--- src/hw/rtl/srs_pkg.sv ---
package srs_pkg;

  // Field widths
  localparam int VALUE_W     = 64;
  localparam int OUTER_W     = 32;
  // Trial divisors stay below the cube root of a 64-bit value
  localparam int DIVISOR_W   = 22;
  localparam int DSQ_W       = 2 * DIVISOR_W;
  localparam int DIV_REM_W   = DIVISOR_W;
  localparam int DIV_CNT_W   = $clog2(VALUE_W);
  // Square root: two value bits per step
  localparam int SQ_STEPS    = VALUE_W / 2;
  localparam int SQ_CNT_W    = $clog2(SQ_STEPS);
  localparam int SQ_REM_W    = OUTER_W + 1;

  // First two trial divisors
  localparam logic [DIVISOR_W-1:0] D_FIRST  = DIVISOR_W'(2);
  localparam logic [DIVISOR_W-1:0] D_SECOND = DIVISOR_W'(3);
  localparam logic [DIVISOR_W-1:0] D_STEP   = DIVISOR_W'(2);

  typedef enum logic [3:0] {
    S_IDLE,
    S_DIV_START,
    S_DIV_WAIT,
    S_NEXT_D,
    S_MUL_START,
    S_MUL_WAIT,
    S_SQRT_START,
    S_SQRT,
    S_SQRT_END,
    S_DONE
  } srs_state_t;

  typedef enum logic [1:0] {
    MUL_OUTER_D,
    MUL_RAD_D,
    MUL_OUTER_S,
    MUL_RAD_M
  } srs_mul_op_t;

  typedef struct packed {
    logic                 start;
    logic [VALUE_W-1:0]   dividend;
    logic [DIVISOR_W-1:0] divisor;
  } srs_div_req_t;

  typedef struct packed {
    logic                 done;
    logic [VALUE_W-1:0]   quotient;
    logic [DIV_REM_W-1:0] remainder;
  } srs_div_rsp_t;

  typedef struct packed {
    logic               start;
    logic [VALUE_W-1:0] mcand;
    logic [VALUE_W-1:0] mplier;
  } srs_mul_req_t;

  typedef struct packed {
    logic               done;
    logic [VALUE_W-1:0] product;
  } srs_mul_rsp_t;

endpackage

--- src/hw/rtl/srs_in_if.sv ---
interface srs_in_if import srs_pkg::*; ();
  logic               valid;
  logic               ready;
  logic [VALUE_W-1:0] value;
  logic               negative;

  modport source (output valid, output value, output negative, input ready);
  modport sink (input valid, input value, input negative, output ready);
endinterface

--- src/hw/rtl/srs_out_if.sv ---
interface srs_out_if import srs_pkg::*; ();
  logic               valid;
  logic               ready;
  logic [OUTER_W-1:0] outer_factor;
  logic [VALUE_W-1:0] radical;
  logic               imaginary;

  modport source (output valid, output outer_factor, output radical, output imaginary,
                  input ready);
  modport sink (input valid, input outer_factor, input radical, input imaginary,
                output ready);
endinterface

--- src/hw/rtl/square_root_simplifier_top.sv ---
// Sequence: a zero input goes straight to the result; otherwise trial divisions run on a bit-serial
//   divider (one quotient bit a cycle), multiplies on a shift-add unit, then the final root.
// Worst case is set by trial divisors up to the cube root of the value.
// Flow: one item at a time; the next item is accepted while a result waits.
// Reset: synchronous, active low; clears the sequencer and empties the result register.
module square_root_simplifier_top import srs_pkg::*; (
  input  logic      clk,
  input  logic      rst_n,
  srs_in_if.sink    in_ch,
  srs_out_if.source out_ch
);

  localparam logic [SQ_CNT_W-1:0] SQ_LAST = SQ_CNT_W'(SQ_STEPS - 1);

  srs_state_t           state_r, state_nxt;
  srs_mul_op_t          mul_op_r;
  logic [VALUE_W-1:0]   m_r;
  logic [OUTER_W-1:0]   outer_r;
  logic [VALUE_W-1:0]   rad_r;
  logic                 imag_r;
  logic [DIVISOR_W-1:0] d_r;
  logic [DSQ_W-1:0]     dsq_r;
  logic                 first_r;
  logic                 e_odd_r;

  logic [VALUE_W-1:0]   sq_src_r;
  logic [SQ_REM_W-1:0]  sq_rem_r;
  logic [OUTER_W-1:0]   sq_root_r;
  logic [SQ_CNT_W-1:0]  sq_cnt_r;

  logic                 out_valid_r;
  logic [OUTER_W-1:0]   out_outer_r;
  logic [VALUE_W-1:0]   out_rad_r;
  logic                 out_imag_r;

  srs_div_req_t         div_req;
  srs_div_rsp_t         div_rsp;
  srs_mul_req_t         mul_req;
  srs_mul_rsp_t         mul_rsp;

  logic                 in_fire;
  logic                 out_load;
  logic                 loop_exit;
  logic                 div_exact;
  logic                 mul_to_outer;
  logic [SQ_REM_W+1:0]  sq_rem_sh;
  logic [SQ_REM_W+1:0]  sq_trial;
  logic [SQ_REM_W+1:0]  sq_diff;
  logic                 sq_ge;

  assign in_fire      = in_ch.valid && in_ch.ready;
  assign out_load     = (state_r == S_DONE) && (!out_valid_r || out_ch.ready);
  assign loop_exit    = first_r && ({{(VALUE_W-DSQ_W){1'b0}}, dsq_r} > div_rsp.quotient);
  assign div_exact    = div_rsp.remainder == '0;
  assign mul_to_outer = (mul_op_r == MUL_OUTER_D) || (mul_op_r == MUL_OUTER_S);

  // Square root step: bring in two bits, try to subtract 4*root+1
  assign sq_rem_sh = {sq_rem_r, sq_src_r[VALUE_W-1 -: 2]};
  assign sq_trial  = {1'b0, sq_root_r, 2'b01};
  assign sq_diff   = sq_rem_sh - sq_trial;
  assign sq_ge     = sq_rem_sh >= sq_trial;

  srs_div u_div (
    .clk   (clk),
    .rst_n (rst_n),
    .req   (div_req),
    .rsp   (div_rsp)
  );

  srs_mul u_mul (
    .clk   (clk),
    .rst_n (rst_n),
    .req   (mul_req),
    .rsp   (mul_rsp)
  );

  // Next state
  always_comb begin
    state_nxt = state_r;
    unique case (state_r)
      S_IDLE: begin
        if (in_fire) begin
          state_nxt = (in_ch.value == '0) ? S_DONE : S_DIV_START;
        end
      end
      S_DIV_START: state_nxt = S_DIV_WAIT;
      S_DIV_WAIT: begin
        if (div_rsp.done) begin
          priority if (loop_exit) begin
            state_nxt = S_SQRT_START;
          end else if (e_odd_r) begin
            state_nxt = S_MUL_START;
          end else if (div_exact) begin
            state_nxt = S_DIV_START;
          end else begin
            state_nxt = S_NEXT_D;
          end
        end
      end
      S_NEXT_D:    state_nxt = S_DIV_START;
      S_MUL_START: state_nxt = S_MUL_WAIT;
      S_MUL_WAIT: begin
        if (mul_rsp.done) begin
          unique case (mul_op_r)
            MUL_OUTER_D: state_nxt = S_DIV_START;
            MUL_RAD_D:   state_nxt = S_NEXT_D;
            MUL_OUTER_S: state_nxt = S_DONE;
            MUL_RAD_M:   state_nxt = S_DONE;
            default:     state_nxt = S_DONE;
          endcase
        end
      end
      S_SQRT_START: state_nxt = (m_r > VALUE_W'(1)) ? S_SQRT : S_DONE;
      S_SQRT: begin
        if (sq_cnt_r == SQ_LAST) begin
          state_nxt = S_SQRT_END;
        end
      end
      S_SQRT_END: state_nxt = S_MUL_START;
      S_DONE: begin
        if (out_load) begin
          state_nxt = S_IDLE;
        end
      end
      default: state_nxt = S_IDLE;
    endcase
  end

  // Handshake and unit requests
  always_comb begin
    in_ch.ready      = (state_r == S_IDLE);
    div_req.start    = (state_r == S_DIV_START);
    div_req.dividend = m_r;
    div_req.divisor  = d_r;
    mul_req.start    = (state_r == S_MUL_START);
    mul_req.mcand    = mul_to_outer ? VALUE_W'(outer_r) : rad_r;
    unique case (mul_op_r)
      MUL_OUTER_D: mul_req.mplier = VALUE_W'(d_r);
      MUL_RAD_D:   mul_req.mplier = VALUE_W'(d_r);
      MUL_OUTER_S: mul_req.mplier = VALUE_W'(sq_root_r);
      MUL_RAD_M:   mul_req.mplier = m_r;
      default:     mul_req.mplier = m_r;
    endcase
  end

  // State register
  always_ff @(posedge clk) begin
    if (!rst_n) begin
      state_r <= S_IDLE;
    end else begin
      state_r <= state_nxt;
    end
  end

  // Working registers
  always_ff @(posedge clk) begin
    unique case (state_r)
      S_IDLE: begin
        if (in_fire) begin
          m_r     <= in_ch.value;
          imag_r  <= in_ch.negative && (in_ch.value != '0);
          outer_r <= (in_ch.value == '0) ? '0 : OUTER_W'(1);
          rad_r   <= VALUE_W'(1);
          d_r     <= D_FIRST;
          dsq_r   <= DSQ_W'(D_FIRST) * DSQ_W'(D_FIRST);
          first_r <= 1'b1;
          e_odd_r <= 1'b0;
        end
      end
      S_DIV_WAIT: begin
        if (div_rsp.done && !loop_exit) begin
          first_r <= 1'b0;
          if (div_exact) begin
            // Divide out one more factor; every second one goes outside
            m_r      <= div_rsp.quotient;
            e_odd_r  <= ~e_odd_r;
            mul_op_r <= MUL_OUTER_D;
          end else begin
            mul_op_r <= MUL_RAD_D;
          end
        end
      end
      S_NEXT_D: begin
        // Advance to the next trial divisor and its square
        first_r <= 1'b1;
        e_odd_r <= 1'b0;
        if (d_r == D_FIRST) begin
          d_r   <= D_SECOND;
          dsq_r <= DSQ_W'(D_SECOND) * DSQ_W'(D_SECOND);
        end else begin
          d_r   <= d_r + D_STEP;
          dsq_r <= dsq_r + DSQ_W'({d_r, 2'b00}) + DSQ_W'(4);
        end
      end
      S_MUL_WAIT: begin
        if (mul_rsp.done) begin
          if (mul_to_outer) begin
            outer_r <= mul_rsp.product[OUTER_W-1:0];
          end else begin
            rad_r <= mul_rsp.product;
          end
        end
      end
      S_SQRT_START: begin
        sq_src_r  <= m_r;
        sq_rem_r  <= '0;
        sq_root_r <= '0;
        sq_cnt_r  <= '0;
      end
      S_SQRT: begin
        sq_src_r  <= {sq_src_r[VALUE_W-3:0], 2'b00};
        sq_rem_r  <= sq_ge ? sq_diff[SQ_REM_W-1:0] : sq_rem_sh[SQ_REM_W-1:0];
        sq_root_r <= {sq_root_r[OUTER_W-2:0], sq_ge};
        sq_cnt_r  <= sq_cnt_r + SQ_CNT_W'(1);
      end
      S_SQRT_END: begin
        // Leftover is a prime square or joins the radical
        mul_op_r <= (sq_rem_r == '0) ? MUL_OUTER_S : MUL_RAD_M;
      end
      S_DIV_START, S_MUL_START, S_DONE: begin
      end
      default: begin
      end
    endcase
  end

  // Result register
  always_ff @(posedge clk) begin
    if (!rst_n) begin
      out_valid_r <= 1'b0;
    end else if (out_load) begin
      out_valid_r <= 1'b1;
    end else if (out_ch.ready) begin
      out_valid_r <= 1'b0;
    end
  end

  always_ff @(posedge clk) begin
    if (out_load) begin
      out_outer_r <= outer_r;
      out_rad_r   <= rad_r;
      out_imag_r  <= imag_r;
    end
  end

  assign out_ch.valid        = out_valid_r;
  assign out_ch.outer_factor = out_outer_r;
  assign out_ch.radical      = out_rad_r;
  assign out_ch.imaginary    = out_imag_r;

endmodule

--- src/hw/rtl/srs_div.sv ---
module srs_div import srs_pkg::*; (
  input  logic         clk,
  input  logic         rst_n,
  input  srs_div_req_t req,
  output srs_div_rsp_t rsp
);

  localparam logic [DIV_CNT_W-1:0] LAST_STEP = DIV_CNT_W'(VALUE_W - 1);

  logic [VALUE_W-1:0]   dq_r;
  logic [DIV_REM_W-1:0] rem_r;
  logic [DIVISOR_W-1:0] dvs_r;
  logic [DIV_CNT_W-1:0] cnt_r;
  logic                 busy_r;
  logic                 done_r;

  logic [DIV_REM_W:0]   rem_sh;
  logic [DIV_REM_W:0]   diff;
  logic                 ge;

  // One quotient bit per cycle, restoring
  assign rem_sh = {rem_r, dq_r[VALUE_W-1]};
  assign diff   = rem_sh - {1'b0, dvs_r};
  assign ge     = rem_sh >= {1'b0, dvs_r};

  // Control
  always_ff @(posedge clk) begin
    if (!rst_n) begin
      busy_r <= 1'b0;
      done_r <= 1'b0;
    end else begin
      done_r <= 1'b0;
      if (req.start) begin
        busy_r <= 1'b1;
      end else if (busy_r && cnt_r == LAST_STEP) begin
        busy_r <= 1'b0;
        done_r <= 1'b1;
      end
    end
  end

  // Shift dividend out and quotient in
  always_ff @(posedge clk) begin
    if (req.start) begin
      dq_r  <= req.dividend;
      dvs_r <= req.divisor;
      rem_r <= '0;
      cnt_r <= '0;
    end else if (busy_r) begin
      dq_r  <= {dq_r[VALUE_W-2:0], ge};
      rem_r <= ge ? diff[DIV_REM_W-1:0] : rem_sh[DIV_REM_W-1:0];
      cnt_r <= cnt_r + DIV_CNT_W'(1);
    end
  end

  assign rsp.done      = done_r;
  assign rsp.quotient  = dq_r;
  assign rsp.remainder = rem_r;

endmodule

--- src/hw/rtl/srs_mul.sv ---
module srs_mul import srs_pkg::*; (
  input  logic         clk,
  input  logic         rst_n,
  input  srs_mul_req_t req,
  output srs_mul_rsp_t rsp
);

  logic [VALUE_W-1:0] mcand_r;
  logic [VALUE_W-1:0] mplier_r;
  logic [VALUE_W-1:0] acc_r;
  logic               busy_r;
  logic               done_r;

  // Control: finish once the multiplier bits run out
  always_ff @(posedge clk) begin
    if (!rst_n) begin
      busy_r <= 1'b0;
      done_r <= 1'b0;
    end else begin
      done_r <= 1'b0;
      if (req.start) begin
        busy_r <= 1'b1;
      end else if (busy_r && mplier_r == '0) begin
        busy_r <= 1'b0;
        done_r <= 1'b1;
      end
    end
  end

  // Shift-add, one multiplier bit per cycle, product kept modulo 2^64
  always_ff @(posedge clk) begin
    if (req.start) begin
      mcand_r  <= req.mcand;
      mplier_r <= req.mplier;
      acc_r    <= '0;
    end else if (busy_r && mplier_r != '0) begin
      if (mplier_r[0]) begin
        acc_r <= acc_r + mcand_r;
      end
      mcand_r  <= {mcand_r[VALUE_W-2:0], 1'b0};
      mplier_r <= {1'b0, mplier_r[VALUE_W-1:1]};
    end
  end

  assign rsp.done    = done_r;
  assign rsp.product = acc_r;

endmodule

--- src/flat_wrapper.sv ---
// flat-port wrapper written by rule: the top's interface ports become plain ports
module square_root_simplifier_top_flat import srs_pkg::*;
  (clk, rst_n, in_ch_valid, in_ch_value, in_ch_negative, in_ch_ready, out_ch_valid, out_ch_outer_factor, out_ch_radical, out_ch_imaginary, out_ch_ready);
  srs_in_if in_ch_i ();
  srs_out_if out_ch_i ();
  input  logic clk;
  input  logic rst_n;
  input wire logic [$bits(in_ch_i.valid)-1:0] in_ch_valid;
  input wire logic [$bits(in_ch_i.value)-1:0] in_ch_value;
  input wire logic [$bits(in_ch_i.negative)-1:0] in_ch_negative;
  output wire logic [$bits(in_ch_i.ready)-1:0] in_ch_ready;
  output wire logic [$bits(out_ch_i.valid)-1:0] out_ch_valid;
  output wire logic [$bits(out_ch_i.outer_factor)-1:0] out_ch_outer_factor;
  output wire logic [$bits(out_ch_i.radical)-1:0] out_ch_radical;
  output wire logic [$bits(out_ch_i.imaginary)-1:0] out_ch_imaginary;
  input wire logic [$bits(out_ch_i.ready)-1:0] out_ch_ready;
  assign in_ch_i.valid = in_ch_valid;
  assign in_ch_i.value = in_ch_value;
  assign in_ch_i.negative = in_ch_negative;
  assign in_ch_ready = in_ch_i.ready;
  assign out_ch_valid = out_ch_i.valid;
  assign out_ch_outer_factor = out_ch_i.outer_factor;
  assign out_ch_radical = out_ch_i.radical;
  assign out_ch_imaginary = out_ch_i.imaginary;
  assign out_ch_i.ready = out_ch_ready;
  square_root_simplifier_top u_core (.clk(clk), .rst_n(rst_n), .in_ch(in_ch_i), .out_ch(out_ch_i));
endmodule
--- config.mk ---
export PLATFORM = sky130hd
export DESIGN_NAME = square_root_simplifier_top_flat
export DESIGN_NICKNAME = d
export VERILOG_FILES = /design/src/hw/rtl/srs_pkg.sv /design/src/hw/rtl/srs_in_if.sv /design/src/hw/rtl/srs_out_if.sv /design/src/hw/rtl/square_root_simplifier_top.sv /design/src/hw/rtl/srs_div.sv /design/src/hw/rtl/srs_mul.sv /design/src/flat_wrapper.sv
export SDC_FILE = /design/constraint.sdc
export NUM_CORES = 2
export LEC_CHECK = 0
export BUFFER_PORTS_ARGS = -buffer_cell sky130_fd_sc_hd__buf_2
export CAP_MARGIN = 20
export CORE_UTILIZATION = 40
export DETAILED_ROUTE_END_ITERATION = 7
export SLEW_MARGIN = 15
export SYNTH_ARGS = -nofsm -noshare
export SYNTH_HDL_FRONTEND = slang
export SYNTH_SLANG_ARGS = --single-unit
--- constraint.sdc ---
create_clock -name clk -period 7.5 [get_ports clk]
set_input_delay 1.5 -clock clk [delete_from_list [all_inputs] [get_ports clk]]
set_output_delay 1.5 -clock clk [all_outputs]
set_load 0.01 [all_outputs]
==> out/metrics.cfg <==
[die]
dieHeight_um=320
initial_utilization_pct=40.4
core_area_mm2=0.100
io_pins=168
placementRows=116
dieWidth_um=320
dieArea_mm2=0.103

[cts]
post-cts-setup-buffers=0
clk_latency_ps=660
clkSinkCount=776
cts_tree=built
cts_max_level=3
ctsLongestPathBuffers=3
cts_root_buf=clkbuf_16
holdBufCountCts=0
cts_resized=0
clk_pin_slew_ps=60
cts_buffers=86

[cells_and_area]
area_growth_syn_to_layout_pct=12.0
final_nets=4321
fin_util_pct=45.3
final_layout_size_suffix_gt1_share_pct=8.98

[global_routing]
gr-usage-met3_pct=2.67
track_usage_pct=20.8
overflow=0
grt.busiest_layer=met2
met2_usage_pct=33.7
antenna_found_initial=3
grt_util_met1_pct=28.4
grt_max_degree=121
first_global_vias=28700
grt_pass1_wl_um=167000

[pwr]
peakVddDrop_v=0.000250
p_total_w=0.0158
p_switching_w=0.00567
swShare_pct=35.8
p_int_w=0.0102
comb_power_share_pct=30.2
clockPowerShare_pct=26.4
p_seq_share_pct=43.3
leakagePower_nw=18.1
power.density_mw_per_mm2=349

[worst_setup_path]
crit_start=u_core.dsq_r[17]
r2r-start=u_core.dsq_r[17]
cp_max_fo=37
critPathLaunchType=flop
cp_data_required_time_ps=7790
path_class=flop to flop
critical_path.endpoint_type=flop
cp.arrival_ps=4700

[job]
maxCapViolCount=0

[place]
routabilityCongestion=0.897
io_buffer_count=167
dp_hpwl_um=75100

[synthesis]
synth_largest_area_cell=edfxtp_1
synth_seq_cells=776
syn_nets=4221
synth_top_family_by_area=simple AND/OR/NAND/NOR gates
synth.most_common_cell=nand2_1
synth_fa_ha_area_share_pct=6.63
synth_xor_area_share_pct=3.20
syn_area_mm2=0.0405
synth_edf_count=675
syn_inst=3939
async_reset_ff_share_pct=0
ys_seq_area_share_pct=55.0
synth_top_area_share_pct=50.0
synthTopCellsByArea=edfxtp_1, nand2_1, ha_1
synth.avg_cell_area_um2=10.3
synth.area.mux_share_pct=2.00
yosys.area_share.simple_pct=17.6
synth_compound_area_share_pct=12.2
synthFlopType=edfxtp_1
yosysWarnings=0
synth_commonest_cells=nand2_1, edfxtp_1, o21ai_0
ys_types=78

[drt]
routed_wl_um=107000
ant_nets=0
dr.pass1.iters=6
drc_errors=0
drtIter0Drc=2474
vias_per_cell=5.46
routed-via-count=29800
wl_per_cell_um=19.6

[sta]
period_share_pct=58.7
rsz0062_at_grt=false
finalHoldViolations=0
fmax_mhz=227
max_slew.worst_pin.slew_ps=1120
slew_violations=0
clock-skew-final_ps=26.0
maxSlewHeadroom_pct=25.1
setup_viol=0
tns_ps=0
timing.final.crit_period_ps=4410

[status]
status=finished clean

[min_path]
min_from=u_core.outer_r[26]
hp-class=flop to flop

## cells by family (layout without fill, tap and decap cells)
logic type / after synthesis / after routing
and+or+nand+nor: 1579 / 1579
AOI/OAI and AO/OA: 798 / 798
DFF: 776 / 776
buffers and inverters: 344 / 514
adders and majority gates: 213 / 213
xor gates and xnor gates: 148 / 148
muxes: 81 / 81
other: 0 / 1
## power by group through the flow
stage          clock network, W  logic [W]  registers [W]
2_1_floorplan                 0    0.00366        0.00653
3_3_place_gp                  0    0.00470        0.00691
3_5_place_dp                  0    0.00477        0.00693
4_1_cts                 0.00426    0.00479        0.00685
5_1_grt                 0.00441    0.00541        0.00695
6_report                0.00418    0.00479        0.00686
## stage by stage
| step | hold WS, ps | setup slack (ps) | area (µm²) | std cells |
|---|---|---|---|---|
| 3_5_place_dp | 436 | 3120 | 42700 | 5307 |
| 2_1_floorplan | 400 | 1070 | 40500 | 3939 |
| 6_report | 447 | 3090 | 45400 | 5467 |
| 4_1_cts | 445 | 3110 | 45400 | 5465 |
| 5_1_grt | 459 | 2860 | 45400 | 5466 |
| 3_3_place_gp | 429 | 3190 | 42600 | 5304 |
## state kept, by name, indices dropped and copies added (netlist names), 5 cells and up
signal                      flops
u_core.m_r                     64
u_core.sq_src_r                64
u_core.u_mul.mplier_r          64
u_core.rad_r                   64
u_core.u_mul.mcand_r           64
u_core.sq_cnt_r                 5
u_core.u_div.cnt_r              6
u_core.out_ch.radical          64
u_core.dsq_r                   43
u_core.outer_r                 32
u_core.sq_rem_r                33
u_core.sq_root_r               32
u_core.u_div.dvs_r             22
u_core.u_mul.acc_r             64
u_core.u_div.rem_r             22
u_core.d_r                     22
u_core.u_div.dq_r              64
u_core.out_ch.outer_factor     32
## final cells by class
class / count / area (µm²)
fill: 9589 / 54900
sequential: 776 / 22300
multi-input combinational: 2819 / 17000
clock buffer: 107 / 2250
tap: 1357 / 1700
timing repair buffer: 202 / 1130
inverter: 154 / 584
clock inverter: 51 / 485
antenna: 1 / 2.50
## worst max-delay path, stage by stage (launching register included)
cell and delay (ps):
edfxtp_1 410, ha_1 320, a21o_1 190, a21o_1 180, a21o_1 170, a21o_1 180
a221o_1 340, a22oi_1 190, nand3_1 130, a211oi_1 650, nand3_1 170, nand2_2 570
buf_4 540
## final timing paths
path                                                        to  slack (ps)  depth (start not counted)
worst min register to register  u_core.out_ch.outer_factor[26]         450                          0
worst max-delay path                             u_core.m_r[9]        3090                         12
worst min-delay path            u_core.out_ch.outer_factor[26]         450                          0
worst max register to register                   u_core.m_r[9]        3090                         12
## layout by cell type (no fill, tap or decap), types with 17 or more instances in the layout
cell type  Yosys  final
a21o_1       110    110
buf_2          7    167
xor2_1        63     63
ha_1         210    210
a211oi_1      31     31
nand2b_1      19     18
o211ai_1      39     39
clkbuf_16      0     87
dfxtp_1      101    101
nand4_1       57     57
xnor2_1       85     85
and2_1        78     77
o21ai_0      260    259
buf_4          2     32
nor2b_1       26     25
nor3_1        37     36
nand2_1      801    795
nand3_1      132    132
mux2i_1       81     81
and3_1        39     39
or3_1         20     20
nor4_1        78     76
edfxtp_1     675    675
clkbuf_1     140     20
nor2_1       244    241
a21oi_1      203    203
clkinv_1       0     17
clkinv_2       0     17
a31oi_1       18     18
o21a_1        23     23
inv_1        154    151
## metal layers
layer  part of all wire [%]  up-vias  wire length [µm]
li1                       -    14400                 -
met1                     45    14400             47800
met2                     47      850             50000
met3                    5.4      169              5780
met4                    3.4        0              3670
met5                      0        -                 0
No activity file was read; power rests on OpenSTA's default activity.
